## src/rtl/rrts_pkg.sv

```systemverilog
package rrts_pkg;

  localparam int MAX_THREADS_DEF = 16;

  // Fixed field widths of the request and result ports
  localparam int REQ_W    = 3;
  localparam int TID_W    = 4;
  localparam int STATUS_W = 3;
  localparam int CUR_W    = 4;
  localparam int COUNT_W  = 5;

  localparam logic [REQ_W-1:0] REQ_ADD     = 3'd0;
  localparam logic [REQ_W-1:0] REQ_KILL    = 3'd1;
  localparam logic [REQ_W-1:0] REQ_BLOCK   = 3'd2;
  localparam logic [REQ_W-1:0] REQ_UNBLOCK = 3'd3;
  localparam logic [REQ_W-1:0] REQ_SWITCH  = 3'd4;

  localparam logic [STATUS_W-1:0] ST_OK          = 3'd0;
  localparam logic [STATUS_W-1:0] ST_DUPLICATE   = 3'd1;
  localparam logic [STATUS_W-1:0] ST_UNKNOWN     = 3'd2;
  localparam logic [STATUS_W-1:0] ST_BLOCKED     = 3'd3;
  localparam logic [STATUS_W-1:0] ST_NOT_BLOCKED = 3'd4;
  localparam logic [STATUS_W-1:0] ST_DEADLOCK    = 3'd5;
  localparam logic [STATUS_W-1:0] ST_EMPTY       = 3'd6;

  // Controller -> datapath
  typedef struct packed {
    logic load;
    logic start_scan;
    logic step_scan;
    logic commit;
  } rrts_cmd_t;

  // Datapath -> controller
  typedef struct packed {
    logic need_scan;
    logic scan_done;
    logic scan_end;
    logic out_free;
  } rrts_status_t;

endpackage

```

## src/rtl/rrts_ctrl.sv

```systemverilog
module rrts_ctrl
  import rrts_pkg::*;
(
  input  logic         clk,
  input  logic         rst,
  input  logic         in_valid,
  output logic         in_stall,
  input  rrts_status_t dp_status,
  output rrts_cmd_t    cmd
);

  localparam logic [1:0] S_IDLE = 2'd0;
  localparam logic [1:0] S_EXEC = 2'd1;
  localparam logic [1:0] S_SCAN = 2'd2;

  logic [1:0] state;
  logic [1:0] state_next;

  assign in_stall = (state != S_IDLE);

  always_comb begin
    state_next = state;
    cmd        = '0;
    unique case (state)
      S_IDLE: begin
        if (in_valid) begin
          cmd.load   = 1'b1;
          state_next = S_EXEC;
        end
      end
      S_EXEC: begin
        if (dp_status.need_scan && !dp_status.scan_done) begin
          cmd.start_scan = 1'b1;
          state_next     = S_SCAN;
        end else if (dp_status.out_free) begin
          cmd.commit = 1'b1;
          state_next = S_IDLE;
        end
      end
      S_SCAN: begin
        cmd.step_scan = 1'b1;
        if (dp_status.scan_end) begin
          state_next = S_EXEC;
        end
      end
      default: begin
        state_next = S_IDLE;
      end
    endcase
  end

  always_ff @(posedge clk) begin
    if (rst) begin
      state <= S_IDLE;
    end else begin
      state <= state_next;
    end
  end

endmodule

```

## src/rtl/rrts_datapath.sv

```systemverilog
module rrts_datapath
  import rrts_pkg::*;
#(
  parameter int MAX_THREADS = MAX_THREADS_DEF
) (
  input  logic                clk,
  input  logic                rst,
  input  rrts_cmd_t           cmd,
  output rrts_status_t        dp_status,
  input  logic [REQ_W-1:0]    req_type,
  input  logic [TID_W-1:0]    thread_id,
  input  logic                is_initial,
  input  logic                has_context,
  input  logic                must_switch,
  output logic                out_valid,
  input  logic                out_stall,
  output logic [STATUS_W-1:0] status,
  output logic                switched,
  output logic                first_run,
  output logic [CUR_W-1:0]    current_thread,
  output logic [COUNT_W-1:0]  active_count,
  output logic                thread_valid
);

  localparam int SLOT_W = $clog2(MAX_THREADS);
  localparam int CNT_W  = $clog2(MAX_THREADS + 1);
  localparam logic [SLOT_W-1:0] LAST_SLOT = SLOT_W'(MAX_THREADS - 1);

  typedef logic [MAX_THREADS-1:0] mask_t;

  // Thread table
  mask_t             present, active, started, executed;
  logic [SLOT_W-1:0] cur;
  logic [CNT_W-1:0]  total;

  // Latched request
  logic [REQ_W-1:0] r_type;
  logic [TID_W-1:0] r_tid;
  logic             r_init, r_ctx, r_must;

  // Slot scanner
  logic [SLOT_W-1:0] ptr, target;
  logic [CNT_W-1:0]  scan_cnt;
  logic              scan_done, found;

  logic              in_range, is_kill, p_hit, a_hit, cur_exec;
  logic [SLOT_W-1:0] sidx;
  logic              scan_hit, scan_last;
  logic [CNT_W-1:0]  scan_limit;

  mask_t               present_next, active_next, started_next, executed_next;
  logic [SLOT_W-1:0]   cur_next;
  logic [CNT_W-1:0]    total_next;
  logic [STATUS_W-1:0] status_next;
  logic                switched_next, first_next;

  assign in_range = int'(r_tid) < MAX_THREADS;
  assign sidx     = SLOT_W'(r_tid);
  assign is_kill  = (r_type == REQ_KILL);
  assign p_hit    = in_range && present[sidx];
  assign a_hit    = in_range && active[sidx];
  assign cur_exec = executed[cur];

  // kill walks back over present slots, switch walks forward over active ones
  assign scan_hit   = is_kill ? present[ptr] : active[ptr];
  assign scan_limit = is_kill ? CNT_W'(MAX_THREADS - 1) : CNT_W'(MAX_THREADS);
  assign scan_last  = (scan_cnt == scan_limit);

  assign dp_status.need_scan =
      (is_kill && p_hit && (sidx == cur)) ||
      ((r_type == REQ_SWITCH) && (present != '0) &&
       ((total > CNT_W'(1)) || r_must) && !(!cur_exec && r_ctx));
  assign dp_status.scan_done = scan_done;
  assign dp_status.scan_end  = scan_hit || scan_last;
  assign dp_status.out_free  = !out_valid || !out_stall;

  always_comb begin
    present_next  = present;
    active_next   = active;
    started_next  = started;
    executed_next = executed;
    cur_next      = cur;
    total_next    = total;
    status_next   = ST_OK;
    switched_next = 1'b0;
    first_next    = 1'b0;
    if (!in_range && (r_type <= REQ_UNBLOCK)) begin
      status_next = ST_UNKNOWN;
    end else begin
      unique case (r_type)
        REQ_ADD: begin
          if (p_hit) begin
            status_next = ST_DUPLICATE;
          end else begin
            present_next[sidx]  = 1'b1;
            active_next[sidx]   = 1'b1;
            executed_next[sidx] = 1'b0;
            started_next[sidx]  = r_init;
            if (present == '0) begin
              cur_next = sidx;
            end
            total_next = total + 1'b1;
          end
        end
        REQ_KILL: begin
          if (!p_hit) begin
            status_next = ST_UNKNOWN;
          end else begin
            if ((sidx == cur) && found) begin
              cur_next = target;
            end
            // only an active thread was counted
            if (a_hit && (total != '0)) begin
              total_next = total - 1'b1;
            end
            present_next[sidx]  = 1'b0;
            active_next[sidx]   = 1'b0;
            started_next[sidx]  = 1'b0;
            executed_next[sidx] = 1'b0;
          end
        end
        REQ_BLOCK: begin
          if (!p_hit) begin
            status_next = ST_UNKNOWN;
          end else if (!a_hit) begin
            status_next = ST_BLOCKED;
          end else begin
            active_next[sidx] = 1'b0;
            if (total != '0) begin
              total_next = total - 1'b1;
            end
            if (total_next == '0) begin
              status_next = ST_DEADLOCK;
            end
          end
        end
        REQ_UNBLOCK: begin
          if (!p_hit) begin
            status_next = ST_UNKNOWN;
          end else if (a_hit) begin
            status_next = ST_NOT_BLOCKED;
          end else begin
            active_next[sidx] = 1'b1;
            total_next        = total + 1'b1;
          end
        end
        REQ_SWITCH: begin
          if (present == '0) begin
            status_next = ST_EMPTY;
          end else if ((total > CNT_W'(1)) || r_must) begin
            if (!cur_exec && r_ctx) begin
              // skip once: mark and stay
              executed_next[cur] = 1'b1;
            end else if (!found) begin
              status_next = ST_EMPTY;
            end else begin
              executed_next[cur]   = 1'b0;
              cur_next             = target;
              switched_next        = 1'b1;
              first_next           = !started[target];
              started_next[target] = 1'b1;
            end
          end
        end
        default: begin
        end
      endcase
    end
  end

  always_ff @(posedge clk) begin
    if (cmd.load) begin
      r_type <= req_type;
      r_tid  <= thread_id;
      r_init <= is_initial;
      r_ctx  <= has_context;
      r_must <= must_switch;
    end
    if (cmd.start_scan) begin
      scan_cnt <= CNT_W'(1);
      if (is_kill) begin
        ptr <= (cur == '0) ? LAST_SLOT : cur - 1'b1;
      end else begin
        ptr <= (cur == LAST_SLOT) ? '0 : cur + 1'b1;
      end
    end else if (cmd.step_scan) begin
      if (scan_hit || scan_last) begin
        target <= ptr;
      end else begin
        scan_cnt <= scan_cnt + 1'b1;
        if (is_kill) begin
          ptr <= (ptr == '0) ? LAST_SLOT : ptr - 1'b1;
        end else begin
          ptr <= (ptr == LAST_SLOT) ? '0 : ptr + 1'b1;
        end
      end
    end
    if (cmd.commit) begin
      status         <= status_next;
      switched       <= switched_next;
      first_run      <= first_next;
      current_thread <= CUR_W'(cur_next);
      active_count   <= COUNT_W'(total_next);
      thread_valid   <= in_range && present_next[sidx];
    end
  end

  always_ff @(posedge clk) begin
    if (rst) begin
      present   <= '0;
      active    <= '0;
      started   <= '0;
      executed  <= '0;
      cur       <= '0;
      total     <= '0;
      out_valid <= 1'b0;
      scan_done <= 1'b0;
      found     <= 1'b0;
    end else begin
      if (cmd.load) begin
        scan_done <= 1'b0;
        found     <= 1'b0;
      end else if (cmd.step_scan && (scan_hit || scan_last)) begin
        scan_done <= 1'b1;
        found     <= scan_hit;
      end
      if (cmd.commit) begin
        present   <= present_next;
        active    <= active_next;
        started   <= started_next;
        executed  <= executed_next;
        cur       <= cur_next;
        total     <= total_next;
        out_valid <= 1'b1;
      end else if (out_valid && !out_stall) begin
        out_valid <= 1'b0;
      end
    end
  end

endmodule

```

## src/rtl/round_robin_thread_scheduler.sv

```systemverilog
// Round-robin hardware thread table.
// Request channel: in_valid / in_stall carry req_type, thread_id, is_initial,
// has_context and must_switch. A request is taken on a clock edge with
// in_valid high and in_stall low. Every request gives exactly one result on
// the out_valid / out_stall channel (status, switched, first_run,
// current_thread, active_count, thread_valid), in request order.
// Add, block, unblock, a kill of a non-current slot and a switch that does
// not search need only the accept edge and the commit edge; the result is
// valid from the commit edge on. A kill of the current slot or a switch that
// searches first runs a slot scanner one slot per cycle; the scan stops at
// the first present (kill) or active (switch) slot.
// One request is in work at a time; in_stall stays high from accept to
// commit. The result register holds while out_stall is high; a request may
// be accepted meanwhile, but its commit waits until the result is taken.
// Synchronous reset empties the table, sets current slot and count to zero
// and drops out_valid.
module round_robin_thread_scheduler
  import rrts_pkg::*;
#(
  parameter int MAX_THREADS = MAX_THREADS_DEF
) (
  input  logic                clk,
  input  logic                rst,
  input  logic                in_valid,
  output logic                in_stall,
  input  logic [REQ_W-1:0]    req_type,
  input  logic [TID_W-1:0]    thread_id,
  input  logic                is_initial,
  input  logic                has_context,
  input  logic                must_switch,
  output logic                out_valid,
  input  logic                out_stall,
  output logic [STATUS_W-1:0] status,
  output logic                switched,
  output logic                first_run,
  output logic [CUR_W-1:0]    current_thread,
  output logic [COUNT_W-1:0]  active_count,
  output logic                thread_valid
);

  rrts_cmd_t    cmd;
  rrts_status_t dp_status;

  rrts_ctrl u_ctrl (
    .clk       (clk),
    .rst       (rst),
    .in_valid  (in_valid),
    .in_stall  (in_stall),
    .dp_status (dp_status),
    .cmd       (cmd)
  );

  rrts_datapath #(
    .MAX_THREADS (MAX_THREADS)
  ) u_datapath (
    .clk            (clk),
    .rst            (rst),
    .cmd            (cmd),
    .dp_status      (dp_status),
    .req_type       (req_type),
    .thread_id      (thread_id),
    .is_initial     (is_initial),
    .has_context    (has_context),
    .must_switch    (must_switch),
    .out_valid      (out_valid),
    .out_stall      (out_stall),
    .status         (status),
    .switched       (switched),
    .first_run      (first_run),
    .current_thread (current_thread),
    .active_count   (active_count),
    .thread_valid   (thread_valid)
  );

endmodule

```

## config.mk

```make
export PLATFORM = sky130hd
export DESIGN_NAME = round_robin_thread_scheduler
export DESIGN_NICKNAME = d
export VERILOG_FILES = /design/src/rtl/rrts_pkg.sv /design/src/rtl/rrts_ctrl.sv /design/src/rtl/rrts_datapath.sv /design/src/rtl/round_robin_thread_scheduler.sv
export SDC_FILE = /design/constraint.sdc
export NUM_CORES = 1
export LEC_CHECK = 0
export ABC_AREA = 1
export BUFFER_PORTS_ARGS = -buffer_cell sky130_fd_sc_hd__buf_2
export CORE_ASPECT_RATIO = 1.25
export CORE_MARGIN = 1
export CORE_UTILIZATION = 66
export DETAILED_ROUTE_END_ITERATION = 16
export PLACE_DENSITY_LB_ADDON = 0.15
export SLEW_MARGIN = 20
export SYNTH_ARGS = -nofsm -noshare
export SYNTH_HDL_FRONTEND = slang
export SYNTH_SLANG_ARGS = --single-unit
```

## constraint.sdc

```tcl
create_clock -name clk -period 3.9 [get_ports clk]
set_input_delay 0.39 -clock clk [delete_from_list [all_inputs] [get_ports clk]]
set_output_delay 0.39 -clock clk [all_outputs]
set_load 0.01 [all_outputs]
```

== Word-level counts from Yosys, hierarchy flattened ==
Cells that the tools add are included.

* Register bits: 116

* Add/sub/neg operators: 7
* Order comparisons: 8
* Equality and inequality tests: 25
* Multiplexer cells: 105
* Bitwise gates (word level): 16
* Reduce and logical (&&, ||, !) cells: 47

{| class="wikitable"
|+ Operator list
! operator !! count
|-
| $mux W16 || 20
|-
| $pmux W16 S3 || 2
|-
| $and A16 B16 Y16 || 5
|-
| $mux W4 || 17
|-
| $or A16 B16 Y16 || 4
|-
| $pmux W16 S4 || 1
|-
| $mux W5 || 12
|-
| $not A16 Y16 || 2
|-
| $pmux W16 S2 || 1
|-
| $bmux W1 S4 || 7
|-
| $mux W3 || 9
|-
| $mux W1 || 23
|-
| $lt A4 B5 Y1 const B || 4
|-
| $pmux W5 S4 || 1
|-
| $ne A2 B2 Y1 const B || 9
|-
| $bwmux W16 || 1
|-
| $logic_not A16 Y1 || 1
|-
| $reduce_and A8 Y1 || 2
|-
| $reduce_bool A16 Y1 || 1
|-
| $pmux W3 S5 || 1
|-
| $logic_and A1 B1 Y1 || 14
|-
| $demux W1 S4 || 3
|-
| $ge A4 B1 Y1 const B || 3
|-
| $pmux W4 S3 || 1
|-
| other kinds (34) || 64
|}

== Logic depth before layout (Yosys ltp) ==
* Depth after elaboration: 12
* Depth in mapped cells: 20
* Gate-level depth less buffers: 17

== Hierarchy ==
From an unflattened synthesis, not the netlist that was laid out.

* Cell total of the unflattened synthesis: 1,365
* Area, all modules: 8,495.6 um^2

{| class="wikitable"
|+ By module, submodules not included
! module !! times used !! cells an instance !! area each (um^2)
|-
| rrts_datapath || 1 || 1,341 || 8,358.0
|-
| rrts_ctrl || 1 || 24 || 137.6
|}

== Worst setup path after synthesis ==
Ideal clock, no wire load.

* Kind: reg-to-reg
* Start: reg u_datapath.r_tid[0]
* End: reg u_datapath.active_count[0] (enable)
* Library setup time: 347 ps
* Data arrival time: 1,865 ps
* Data required time: 3,553 ps
* Path slack: 1,689 ps
* Stages on the path, launching flop included: 15
* Path buffers: 3
* Period minus slack after synthesis: 2,211 ps
* Path through: edfxtp_1 -> buf_6 -> buf_12 -> nand2_1 -> nand2_1 -> nand2_1 -> nand2_1 -> nand2_1 -> nand2_2 -> o21ai_0 -> nand2_1 -> nand2_2 -> nand2_2 -> nor2_4 -> buf_2

{| class="wikitable"
|+ RTL lines
! element !! RTL line !! RTL
|-
| start, declared || rrts_datapath.sv:38 || <nowiki>logic [TID_W-1:0] r_tid;</nowiki>
|-
| start signal, assigned || rrts_datapath.sv:174 || <nowiki>r_tid <= thread_id;</nowiki>
|-
| end signal, assigned || rrts_datapath.sv:203 || <nowiki>active_count <= COUNT_W'(total_next);</nowiki>
|-
| end, declared || rrts_datapath.sv:21 || <nowiki>output logic [COUNT_W-1:0] active_count,</nowiki>
|}

==> results.yml <==
synthesis:
  synth_edf_count: 33
  ys_seq_elements: 116
  synth.yosys.warnings: 0
  netlist.area_leader.share_pct: 20.02
  synth_flop_cell: "dfxtp_1"
  syn_area_um2: 8302
  synthTopCellsByArea: "dfxtp_1 20%, nand2_1 15%, edfxtp_1 12%"
  synth_top_cell_by_area: "dfxtp_1"
  synth_cell_types: 48
  avgSynthCellArea_um2: 6.445
  syn_nets: 1315
  ys_async_sr_fraction_pct: 0
  syn-instance-count: 1288
  ys_seq_area_share_pct: 31.95
clock_tree:
  cts_root_buf: "clkbuf_16"
  numClockSinks: 116
  path_clk_slew_ps: 60
  cts_made_buffers: 17
  cts_max_level: 4
  cts_hold_buf: 0
  clk_path_buf_depth: 2
  post_cts_buffers: 0
  post_cts_resized: 0
  tritoncts: "built"
  clk_latency_ps: 440
layout:
  num-nets-final: 1327
  antenna_cells: 0
  layout-drive-gt1-share_pct: 9.749
  area_delta_synth_final_pct: 9.555
  design_area_um2: 9095
power:
  p_per_area_nw_per_um2: 415.1
  p_leak_nw: 3.943
  vdd_drop_max_uv: 357.4
route:
  via_count: 9055
  vias_per_cell: 6.131
  drc_errors: 0
  routedWlPerCell_um: 17.16
  wirelength_um: 25340
  dr.pass1.iters: 7
  drt_iter0_drc: 1025
  ant_nets: 0
grt:
  grt_max_degree: 50
  grt_antenna_before_repair: 0
  grt_pass1_vias: 8108
  gr-total-overflow: 0
  track_usage_pct: 40.42
  grt_pass1_wl_um: 40540
sta:
  setup_violations: 0
  slew_violations: 0
  finClkSkew_ps: 8.800
  fin_tns_setup_ps: 0
  worst_pin_slew_ps: 1140
  maxSlewHeadroom_pct: 23.70
  fmax_mhz: 325.9
  fin_crit_ps: 3068
  timing.hold.ws_ps: 131.7
  final_hold_viol_count: 0
  rsz0062_at_grt: "no"
  timing.final.crit_share_pct: 78.67
die:
  dieHeight_um: 127.4
  initial_core_util_pct: 67.95
  die_w_um: 102.3
  ios: 31
  coreArea_um2: 12220
  die-area_um2: 13030
  row_count: 45
worst_setup_path:
  start_kind: "register"
  critPathRequiredTime_ps: 4220
  regToRegSetupSlack_ps: 830
  ff2ff_path_depth: 15
  worstSetupEndpointType: "register"
  path_max_fanout: 32
  rr_startpoint: "u_datapath.r_tid[0]"
  cp.arrival_ps: 3390
  critical_path_class: "register to register"
placement:
  placedInstanceArea_um2: 8478
  port_buffers: 30
  routabilityCongestion: 1.035
  dp_hpwl_um: 17530
worst_hold_path:
  min-delay-start: "thread_id[2]"
  holdPathStages: 1
  hold_path.class: "primary input to register"
  hold_end: "u_datapath.r_tid[2]"
run_status:
  status: "finished clean"
run:
  maxCapViolCount: 0
[kinds of logic after synthesis]
logic type,Yosys count,share of synthesized area (%)
AOI/OAI and AO/OA,282,19.20
xor gates and xnor gates,15,1.582
adders and majority gates,13,1.959
buffers and inverters,224,11.64
DFF,116,31.95
and+or+nand+nor,638,33.67
[layer usage]
layer | wire length (µm) | GRT usage (%) | share of wire, % | up-vias
met5 | 0 | 0 | 0 | -
met4 | 1310 | 22.77 | 5.2 | 0
met3 | 2601 | 9.683 | 10 | 138
met2 | 11710 | 64.75 | 46 | 573
met1 | 9724 | 49.26 | 38 | 4064
li1 | - | - | - | 4280
[critical path, cell delays in order, from the launching register on]
cell,delay [ps]
edfxtp_1,660
inv_2,200
nand2_1,120
nand2_1,50
nand2_1,50
nand2_1,60
nand2_1,80
nand2_2,90
nor2_4,290
nor2_2,120
nor2_2,140
nand4_2,210
nor2_4,600
nand3_1,150
nand2_1,90
nor2_1,40
[synthesized netlist by cell type (all sizes together) (2+ instances only)]
library cell	number
a21oi	109
a22oi	5
a31oi	13
nand4	10
or2	2
a2bb2oi	2
buf	36
o21a	4
nand3	124
nor3	7
o32ai	13
nor2	163
xor2	11
dfxtp	83
o2111ai	5
inv	165
clkinv	2
edfxtp	33
o21ai	104
ha	13
o211ai	14
clkbuf	21
o22ai	9
nand2	330
xnor2	4
[how the worst max path moves through the flow]
stage	end	from	slack, ps	depth (start not counted)
finish	register	u_datapath.r_tid[0]	830	15
floorplan	u_datapath.active_count[0]	u_datapath.r_tid[0]	1690	14
CTS	register	u_datapath.r_tid[0]	860	15
detailed placement	register	u_datapath.r_tid[0]	890	15
global route	register	u_datapath.r_tid[0]	530	14
global placement	register	u_datapath.r_tid[0]	920	15
[report_power, final]
part / internal [W] / switching (W) / leakage, nW
clock network: 0.000994 / 0.000613 / 0.287
logic: 0.000231 / 0.000524 / 2.67
registers: 0.00133 / 0.0000847 / 0.986
[final cells by class]
type | instances | area, µm²
multi-input cells | 948 | 4691
inverters | 167 | 629.4
clock buffers | 20 | 500.5
repair buffers | 50 | 300.3
well taps | 164 | 205.2
fillers | 1009 | 3123
clock inverters | 12 | 116.4
flip-flops and latches | 116 | 2653
[cell usage in the layout, fill, tap and decap left out, types with 2 or more instances in the layout]
cell type   count
inv_2           6
clkinvlp_4      5
nand3_2        11
nand4_1         9
nor2_1        151
a21oi_1       108
ha_1           13
or2_2           2
clkbuf_16      20
o22ai_1         9
o32ai_1        13
o21a_1          4
xnor2_1         4
nor2_2          2
inv_6           2
xor2_1         11
edfxtp_1       33
a31oi_1        13
inv_1         159
a2bb2oi_1       2
o2111ai_1       5
nand2_2         7
nor3_1          6
buf_2          30
o211ai_1       14
buf_4          20
nand3_1       113
nand2_8         2
a22oi_1         5
clkinv_4        3
nor2_4         10
nand2_1       321
o21ai_1         4
dfxtp_1        83
o21ai_0        99
[metrics by stage]
stage / worst slack [ps] / cells / power [W] / utilization, %
3_3_place_gp: 924.3 / 1445 / 0.002145 / 69.39
6_report: 831.9 / 1477 / 0.003776 / 74.44
2_1_floorplan: 1689 / 1288 / 0.001986 / -
4_1_cts: 855.2 / 1477 / 0.003747 / 74.44
5_1_grt: 533.6 / 1477 / 0.003929 / 74.44
3_5_place_dp: 889.9 / 1445 / 0.002156 / 69.39
Note: power is estimated with default switching activity, not from simulation.
